==> config.mk <==
export PLATFORM = sky130hd
export DESIGN_NAME = gas_alarm_edge_logger
export DESIGN_NICKNAME = d
export VERILOG_FILES = /design/src/gael_pkg.sv /design/src/gas_alarm_edge_logger.sv
export SDC_FILE = /design/constraint.sdc
export NUM_CORES = 1
export LEC_CHECK = 0
export BUFFER_PORTS_ARGS = -buffer_cell sky130_fd_sc_hd__buf_2
export CAP_MARGIN = 20
export CORE_MARGIN = 2
export CORE_UTILIZATION = 51
export CTS_CLUSTER_DIAMETER = 50
export DETAILED_ROUTE_END_ITERATION = 8
export PLACE_DENSITY = 0.74
export SLEW_MARGIN = 20
export SYNTH_ARGS = -nofsm -noshare
export SYNTH_HDL_FRONTEND = slang
export SYNTH_SLANG_ARGS = --single-unit
==> constraint.sdc <==
create_clock -name clk -period 12.25 [get_ports clk]
set_input_delay 0.6125 -clock clk [delete_from_list [all_inputs] [get_ports clk]]
set_output_delay 0.6125 -clock clk [all_outputs]
set_load 0.01 [all_outputs]
==> src/gael_pkg.sv <==
// Package with the types, constants and register codes of the gas alarm edge logger.
`default_nettype none
package gael_pkg;

	localparam int CH_W     = 3;
	localparam int CONC_W   = 8;
	localparam int TIME_W   = 48;
	localparam int SLOT_W   = 10;
	localparam int COUNT_W  = 11;
	localparam int CFG_IDX_W  = 2;
	localparam int CFG_DATA_W = 8;

	localparam int DEF_NUM_CHANNELS = 6;
	localparam int DEF_LOG_DEPTH    = 1024;

	localparam logic [CONC_W-1:0] FULL_SCALE = CONC_W'(100);

	localparam logic [CH_W-1:0]   RST_ACTIVE_CHANNELS    = CH_W'(6);
	localparam logic [CONC_W-1:0] RST_PREALARM_THRESHOLD = CONC_W'(25);
	localparam logic [CONC_W-1:0] RST_ALARM_THRESHOLD    = CONC_W'(50);

	localparam logic KIND_PRE   = 1'b0;
	localparam logic KIND_ALARM = 1'b1;

	typedef enum logic [CFG_IDX_W-1:0] {
		CFG_ACTIVE_CHANNELS    = 2'd0,
		CFG_PREALARM_THRESHOLD = 2'd1,
		CFG_ALARM_THRESHOLD    = 2'd2
	} cfg_reg_t;

	typedef struct packed {
		logic [CH_W-1:0]   channel;
		logic [CONC_W-1:0] concentration;
		logic [TIME_W-1:0] time_stamp;
	} in_item_t;

	typedef struct packed {
		logic               log_write;
		logic [SLOT_W-1:0]  log_slot;
		logic               log_kind;
		logic [CH_W-1:0]    log_channel;
		logic [TIME_W-1:0]  log_time;
		logic               relay_on;
		logic               prealarm_active;
		logic               alarm_active;
		logic [COUNT_W-1:0] slot_count;
		logic [COUNT_W-1:0] total_count;
		logic               log_wrapped;
	} out_item_t;

endpackage
`default_nettype wire

==> src/gas_alarm_edge_logger.sv <==
// Gas alarm edge logger: per-channel alarm levels, relay latches and event log writes.
// An accepted reading goes to the input register and its result to the result register.
// Throughput: one reading per cycle while out_ready is not held low; the per-channel
// read-modify-write of the level, pending and relay latches and the slot and total
// counters all fit in the single compute stage between the input and result registers.
// Reset clears every level, pending latch, relay, counter and the wrap flag at once and
// loads the configuration registers with their defaults; no clearing pass is needed.
`default_nettype none
module gas_alarm_edge_logger
	import gael_pkg::*;
#(
	parameter int NUM_CHANNELS = DEF_NUM_CHANNELS,
	parameter int LOG_DEPTH    = DEF_LOG_DEPTH
) (
	input  wire logic                  clk,
	input  wire logic                  arst_n,
	input  wire logic                  in_valid,
	output logic                       in_ready,
	input  wire in_item_t              in_data,
	output logic                       out_valid,
	input  wire logic                  out_ready,
	output out_item_t                  out_data,
	input  wire logic                  cfg_valid,
	output logic                       cfg_ready,
	input  wire logic [CFG_IDX_W-1:0]  cfg_index,
	input  wire logic [CFG_DATA_W-1:0] cfg_data
);

	localparam int CNT_W = $clog2(LOG_DEPTH + 1);
	localparam logic [CNT_W-1:0] DEPTH_C = CNT_W'(LOG_DEPTH);

	logic [CH_W-1:0]   active_q;
	logic [CONC_W-1:0] pre_th_q;
	logic [CONC_W-1:0] alm_th_q;

	logic [NUM_CHANNELS-1:0] pl_q, al_q, pp_q, pa_q, rl_q;
	logic [CNT_W-1:0]        slot_q, total_q;
	logic                    wrap_q;

	in_item_t  item_s1;
	logic      valid_s1;
	out_item_t res_s2;
	logic      valid_s2;

	logic adv, fire;

	logic [NUM_CHANNELS-1:0] sel;
	logic ch_ok, clr;
	logic pl, al, pp, pa, rl;
	logic np, na, pp_n, pa_n, rl_n, wr;
	logic wrap_now;
	logic [CNT_W-1:0] slot_eff, slot_n, total_n;
	logic [CNT_W+COUNT_W-1:0] slot_eff_ext, slot_n_ext, total_n_ext;
	out_item_t res;

	assign cfg_ready = 1'b1;

	always_ff @(posedge clk or negedge arst_n) begin
		if (!arst_n) begin
			active_q <= RST_ACTIVE_CHANNELS;
			pre_th_q <= RST_PREALARM_THRESHOLD;
			alm_th_q <= RST_ALARM_THRESHOLD;
		end else if (cfg_valid) begin
			unique case (cfg_reg_t'(cfg_index))
				CFG_ACTIVE_CHANNELS:    active_q <= cfg_data[CH_W-1:0];
				CFG_PREALARM_THRESHOLD: pre_th_q <= cfg_data[CONC_W-1:0];
				CFG_ALARM_THRESHOLD:    alm_th_q <= cfg_data[CONC_W-1:0];
				default: ;
			endcase
		end
	end

	assign adv      = !valid_s2 || out_ready;
	assign in_ready = !valid_s1 || adv;
	assign fire     = valid_s1 && adv;

	always_ff @(posedge clk or negedge arst_n) begin
		if (!arst_n) begin
			valid_s1 <= 1'b0;
			valid_s2 <= 1'b0;
		end else begin
			if (in_ready) begin
				valid_s1 <= in_valid;
			end
			if (adv) begin
				valid_s2 <= valid_s1;
			end
		end
	end

	always_ff @(posedge clk) begin
		if (in_valid && in_ready) begin
			item_s1 <= in_data;
		end
		if (fire) begin
			res_s2 <= res;
		end
	end

	always_comb begin
		for (int j = 0; j < NUM_CHANNELS; j++) begin
			sel[j] = (32'(item_s1.channel) == 32'(j + 1));
		end
	end

	assign ch_ok = |sel;
	assign pl = |(pl_q & sel);
	assign al = |(al_q & sel);
	assign pp = |(pp_q & sel);
	assign pa = |(pa_q & sel);
	assign rl = |(rl_q & sel);
	assign clr = (item_s1.channel > active_q) || (item_s1.concentration <= pre_th_q);

	always_comb begin
		np = pl;
		na = al;
		if (item_s1.concentration <= alm_th_q) begin
			np = 1'b1;
			na = 1'b0;
		end else if (item_s1.concentration <= FULL_SCALE) begin
			na = 1'b1;
		end
		if (clr) begin
			np = 1'b0;
			na = 1'b0;
		end
	end

	assign pa_n = pa || (!clr && na && !al);
	assign pp_n = pp || (!clr && np && !pl);
	assign rl_n = !clr && (rl || (na && !al) || (np && !pl));
	assign wr   = ch_ok && !clr && (pp_n || pa_n);

	assign wrap_now = (slot_q == DEPTH_C);
	assign slot_eff = wrap_now ? '0 : slot_q;
	assign slot_n   = wr ? slot_eff + CNT_W'(1) : slot_q;
	assign total_n  = (wr && total_q != DEPTH_C) ? total_q + CNT_W'(1) : total_q;

	assign slot_eff_ext = {{COUNT_W{1'b0}}, slot_eff};
	assign slot_n_ext   = {{COUNT_W{1'b0}}, slot_n};
	assign total_n_ext  = {{COUNT_W{1'b0}}, total_n};

	always_comb begin
		res                 = '0;
		res.log_write       = wr;
		res.log_slot        = wr ? slot_eff_ext[SLOT_W-1:0] : '0;
		res.log_kind        = (wr && !pp_n) ? KIND_ALARM : KIND_PRE;
		res.log_channel     = wr ? item_s1.channel : '0;
		res.log_time        = wr ? item_s1.time_stamp : '0;
		res.relay_on        = ch_ok && rl_n;
		res.prealarm_active = ch_ok && np;
		res.alarm_active    = ch_ok && na;
		res.slot_count      = slot_n_ext[COUNT_W-1:0];
		res.total_count     = total_n_ext[COUNT_W-1:0];
		res.log_wrapped     = wrap_q || (wr && wrap_now);
	end

	always_ff @(posedge clk or negedge arst_n) begin
		if (!arst_n) begin
			pl_q    <= '0;
			al_q    <= '0;
			pp_q    <= '0;
			pa_q    <= '0;
			rl_q    <= '0;
			slot_q  <= '0;
			total_q <= '0;
			wrap_q  <= 1'b0;
		end else if (fire) begin
			for (int j = 0; j < NUM_CHANNELS; j++) begin
				if (sel[j]) begin
					pl_q[j] <= np;
					al_q[j] <= na;
					rl_q[j] <= rl_n;
					pp_q[j] <= pp_n && !(wr && pp_n);
					pa_q[j] <= pa_n && !(wr && !pp_n);
				end
			end
			slot_q  <= slot_n;
			total_q <= total_n;
			if (wr && wrap_now) begin
				wrap_q <= 1'b1;
			end
		end
	end

	assign out_valid = valid_s2;
	assign out_data  = res_s2;

	a_total_bound: assert property (@(posedge clk) disable iff (!arst_n)
		total_q <= DEPTH_C)
		else $error("Event total exceeds the log depth.");

	a_slot_bound: assert property (@(posedge clk) disable iff (!arst_n)
		slot_q <= DEPTH_C)
		else $error("Slot counter exceeds the log depth.");

	a_wrap_sticky: assert property (@(posedge clk) disable iff (!arst_n)
		wrap_q |=> wrap_q)
		else $error("Wrap flag dropped after being set.");

	a_level_relay: assert property (@(posedge clk) disable iff (!arst_n)
		((pl_q | al_q) & ~rl_q) == '0)
		else $error("A raised level has no relay latched.");

	a_no_write_zero: assert property (@(posedge clk) disable iff (!arst_n)
		(valid_s2 && !res_s2.log_write) |->
		(res_s2.log_slot == '0 && res_s2.log_channel == '0 && res_s2.log_time == '0))
		else $error("Log fields not cleared in a transaction without a write.");

	a_stall_hold: assert property (@(posedge clk) disable iff (!arst_n)
		(valid_s2 && !out_ready) |=> (valid_s2 && $stable(res_s2)))
		else $error("Result register changed while stalled.");

endmodule
`default_nettype wire
== Word-level counts from Yosys, hierarchy flattened ==
Cells that the tools add are included.
Word-level totals
  bits in registers: 222
  input port bits: 74
Cells by class
  $add $sub $neg: 2
  order comparisons: 4
  equality and inequality tests: 10
  multiplexer cells: 9
  bitwise logic cells: 5
  reductions and logical operators: 54
Operator list (number)
  6-bit OR reduction: 6
  11-bit two-way mux: 3
  6-bit AND: 5
  11-bit by 1-bit adder with 11-bit output (second input constant): 2
  1-bit logical AND: 20
  2-bit AND reduction: 10
  8-bit <= comparator: 2
  11-bit equality test (second input constant): 1
  11-bit inequality test (second input constant): 1
  3-bit equality test (second input constant): 3
  1-bit logical OR: 9
  8-bit by 7-bit <= comparator with 1-bit output (second input constant): 1
  1-bit logical NOT: 8
  3-bit by 2-bit equality test with 1-bit output (second input constant): 2
  1-bit two-way mux: 6
  3-bit by 1-bit equality test with 1-bit output (second input constant): 1
  3-bit > comparator: 1
  2-bit by 1-bit equality test with 1-bit output (second input constant): 1
  2-bit equality test (second input constant): 1
  2-bit logical NOT: 1

== Depth between registers and ports, before layout ==
  word-level depth: 14
  gate-level depth with buffers: 11
  depth with buffers taken out: 9

== Least setup slack after synthesis ==
Ideal clock, no wire load.
  path kind: in2reg
  start: input out_ready
  end: register slot_q[2]
  arrival: 4126 ps
  slack: 7993 ps
  stages on the path: 6
  cell sequence: nand2b_1 nand2_1 clkinv_1 clkbuf_1 nand3_1 xnor2_1
On the way
  cells in the longest elaborated chain, start to end: 2
Ends and longest elaborated chain
  start: declaration: RTL line gas_alarm_edge_logger.sv:21  | input wire logic out_ready,
  1-bit logical OR: RTL line gas_alarm_edge_logger.sv:73  | assign adv = !valid_s2 || out_ready;
  1-bit logical AND: RTL line gas_alarm_edge_logger.sv:75  | assign fire = valid_s1 && adv;
  net fire: RTL line gas_alarm_edge_logger.sv:45  | logic adv, fire;
  end signal: assignment: RTL line gas_alarm_edge_logger.sv:178  | slot_q <= slot_n;
  end: declaration: RTL line gas_alarm_edge_logger.sv:37  | logic [CNT_W-1:0] slot_q, total_q;
The timed path passes the listed nets, and every way through them passes these cells.
A chain may end at the register's enable or synchronous reset.

==> metrics.md <==
| Metric | Value |
|---|---|
| Outcome | `finished, final reports clean` |
| Final hold vios | `0` |
| Switch share | `26.0%` |
| Share of the synthesized area in the top cell type | `48.2%` |
| Post-Syn Area | `0.00922 mm²` |
| Routed WL per cell | `17.0 µm` |
| Clock root buffer | `clkbuf_16` |
| Hold buffers post-CTS | `0` |
| Dpl hpwl | `12.2 mm` |
| Cell leakage power | `4.66 nW` |
| Clk pwr share | `34.0%` |
| Post-CTS Setup Bufs | `0` |
| Final Critical Period | `4740 ps` |
| Avg Inst Size Synth | `14.6 µm²` |
| Data arrival, critical path | `4980 ps` |
| Post-Place Cells | `1007` |
| Share of cells above drive strength 1 | `32.9%` |
| I/O Buffers | `164` |
| Initial Utilization | `51.7%` |
| Nets@finish | `900` |
| # DRC | `0` |
| Yosys warning count | `0` |
| Synth Register Bits | `222` |
| HP Class | `in -> reg` |
| Ys async rst share | `33.3%` |
| Htree depth | `1` |
| Max Cap Violations | `0` |
| 1st-pass router iterations | `5` |
| RSZ-0062 raised after global routing | `no` |
| Slew Limit Fails | `0` |
| Post-synthesis cell type count | `57` |
| P_sw | `0.513 mW` |
| CTS Buf Count | `23` |
| Max Fanout on Critical Path | `84` |
| Worst-Skew Late Latency | `500 ps` |
| Starting DRT DRC Count | `373` |
| Fill cells | `1372` |
| Crit path max-delay family | `multiplexers` |
| Clk sink count | `222` |
| CP Class | `reg -> reg` |
| FF-to-FF path depth | `8` |
| Startpoint types | `flip-flop` |
| Post-synth EDFFs | `148` |
| Cells along the critical path | `mux2_2, mux4_2, nor4_2, o21ai_1, a311oi_4, buf_4, nand2_1, mux2_1` |
| Dominant cell type by area after synthesis | `edfxtp_1` |
| Clock skew | `7.54 ps` |
| Worst-path clk slew | `60 ps` |
| CTS resizes | `0` |
| Maximum clock path buffer count | `3` |
| VDD IR max | `0.000122 V` |
| Vias | `5537` |
| Post-synthesis sequential area ratio | `68.4%` |
| Stages on worst setup path | `8` |
| CTS tree | `done` |
| GPL Wtd Cong | `0.848` |
| Slew at the pin closest to its max-slew limit | `1010 ps` |
| Area occupied by multi-input gates | `0.00272 mm²` |
| Core Area | `0.0178 mm²` |
| Area contributors post-synth | `edfxtp_1 48%, dfrtp_1 18%, mux2_2 5.9%` |
| Slowest stage delay, CP | `1010 ps` |
| Sequential Power Share | `50.0%` |
| Worst Path Buf+Inv | `1` |
| Vias in the first global route | `5711` |
| Routed wire length | `17.9 mm` |
| Num ports | `166` |
| Pin count of the biggest net entering global routing | `85` |
| Via-per-instance ratio | `5.27` |
| Max Freq | `211 MHz` |
| Die span in x | `138 µm` |
| Die ar. | `0.0192 mm²` |
| Total congestion overflow | `0` |
| Slew HR | `33.0%` |
| Critical Path End Type | `flip-flop` |
| Logic pwr share | `16.0%` |
| Area grow syn2layout | `19.5%` |
| ANT nets after route | `0` |
| Die H | `138 µm` |
| Post-Syn Nets | `728` |
| Crit path required time | `12490 ps` |
| Post-Synthesis Cells | `631` |
| Gr usage total | `18.7%` |
| Worst hold path depth | `1` |
| First-pass GRT wire length | `29.0 mm` |
| Final setup TNS | `0 ps` |
| Int Pwr | `1.46 mW` |
| Pwr Density | `180 mW/mm²` |
| Fin cells | `1050` |
| Register area | `0.00631 mm²` |
| Slowest cell on the critical path | `edfxtp_1` |
| Prevailing post-synth register cell | `edfxtp_1` |
| Fin crit share | `38.7%` |
| Final setup viols | `0` |
| Row count | `49` |
| Initial antenna violation count | `1` |
[metrics by stage]
| stage | worst slack, ps | area (µm²) | util (%) | hold WS [ps] | power, mW |
|---|---|---|---|---|---|
| after CTS | 7500 | 11000 | 61.7 | 270 | 1.99 |
| after global routing | 7150 | 11000 | 61.7 | 266 | 2.07 |
| after detailed placement | 7590 | 10300 | 57.5 | 457 | 1.32 |
| after floorplan | 7990 | 9220 | - | 317 | 1.21 |
| final | 7510 | 11000 | 61.7 | 282 | 1.98 |
| after global placement | 7760 | 10300 | 57.5 | 432 | 1.30 |
[worst paths after layout]
| kind | from | to | slack, ps |
|---|---|---|---|
| max in group asynchronous | arst_n | total_q[10]$_DFFE_PN0P_ | 11290 |
| max reg2reg | item_s1[58]$_DFFE_PP_ | out_data[2]$_DFFE_PP_ | 7510 |
| max | item_s1[58]$_DFFE_PP_ | out_data[2]$_DFFE_PP_ | 7510 |
| min reg2reg | wrap_q$_DFFE_PN0P_ | wrap_q$_DFFE_PN0P_ | 460 |
| min in group asynchronous | arst_n | alm_th_q[7]$_DFFE_PN0P_ | 340 |
| min | in_data[34] | item_s1[34]$_DFFE_PP_ | 280 |
[synth_stat cells, types with 5 or more instances]
master and count:
a21oi_1 16, a221oi_1 5, and2_1 61, and3_1 17, buf_4 5, clkbuf_1 9
dfrtp_1 66, dfstp_2 8, edfxtp_1 148, ha_1 23, inv_1 25, mux2_2 48
nand2_1 30, nand3_1 22, nand3b_1 5, nand4_1 5, nor2_1 15, nor2b_1 8
nor4_1 5, o21ai_0 11, xnor2_1 34
[layout make-up]
type | instances | area share [%]
repair buffers | 169 | 7.80
diodes | 1 | 0.0227
well taps | 229 | 2.60
multi-input cells | 361 | 24.7
inverters | 26 | 0.909
flip-flops and latches | 222 | 57.3
clock inverters | 12 | 1.11
clock buffers | 30 | 5.56
[placed cells by master (no fill, tap or decap), types with 3 or more instances in the layout]
master | netlist | final
inv_1 | 25 | 25
edfxtp_1 | 148 | 148
xnor2_1 | 34 | 34
nand4_1 | 5 | 5
nand3b_1 | 5 | 5
and2_1 | 61 | 60
mux2_2 | 48 | 48
a211o_1 | 3 | 3
a21o_1 | 3 | 3
nor2_1 | 15 | 15
and3_1 | 17 | 17
nand2b_1 | 4 | 4
nor2b_1 | 8 | 8
o31ai_1 | 4 | 4
or2_2 | 3 | 3
clkbuf_1 | 9 | 6
ha_1 | 23 | 23
o21ai_0 | 11 | 11
clkbuf_16 | 0 | 23
buf_4 | 5 | 5
nor4_1 | 5 | 3
mux2i_1 | 4 | 4
nand2_1 | 30 | 30
buf_2 | 4 | 164
clkinv_1 | 1 | 3
dfstp_2 | 8 | 8
a21oi_1 | 16 | 16
mux2_1 | 4 | 4
nand3_1 | 22 | 22
nor4_2 | 1 | 3
dfrtp_1 | 66 | 66
a221oi_1 | 5 | 5
[per-layer routing]
layer / vias up / track usage (%) / wire, µm
met4: 0 / 6.66 / 525
met1: 2682 / 23.4 / 7440
met2: 176 / 32.6 / 8910
met5: - / 0 / 0
met3: 44 / 3.84 / 1010
li1: 2635 / - / -
[flip-flops by register name (all words and copies together), names as in the netlist]
signal     flops
active_q       3
al_q           6
alm_th_q       8
item_s1       59
out_data      89
out_valid      1
pa_q           6
pl_q           6
pp_q           6
pre_th_q       8
rl_q           6
slot_q        11
total_q       11
valid_s1       1
wrap_q         1
[power by group through the flow]
stage | sequential [mW] | clock, mW | combinational, mW
2_1_floorplan | 1.00 | 0 | 0.202
3_5_place_dp | 1.00 | 0 | 0.316
4_1_cts | 0.989 | 0.685 | 0.321
6_report | 0.989 | 0.672 | 0.317
5_1_grt | 1.00 | 0.717 | 0.354
3_3_place_gp | 0.995 | 0 | 0.302
[cell families after synthesis]
logic type / count (synthesis) / synth area share, %
adder cells (fa/ha/maj): 23 / 3.12
AO/OA/AOI/OAI: 59 / 4.34
other: 1 / 0.0407
XOR/XNOR: 34 / 3.23
AND/OR/NAND/NOR: 187 / 11.5
multiplexers: 57 / 7.03
flip-flops: 222 / 68.4
buffers and inverters: 48 / 2.32
Power figures use the tool's default switching activity.
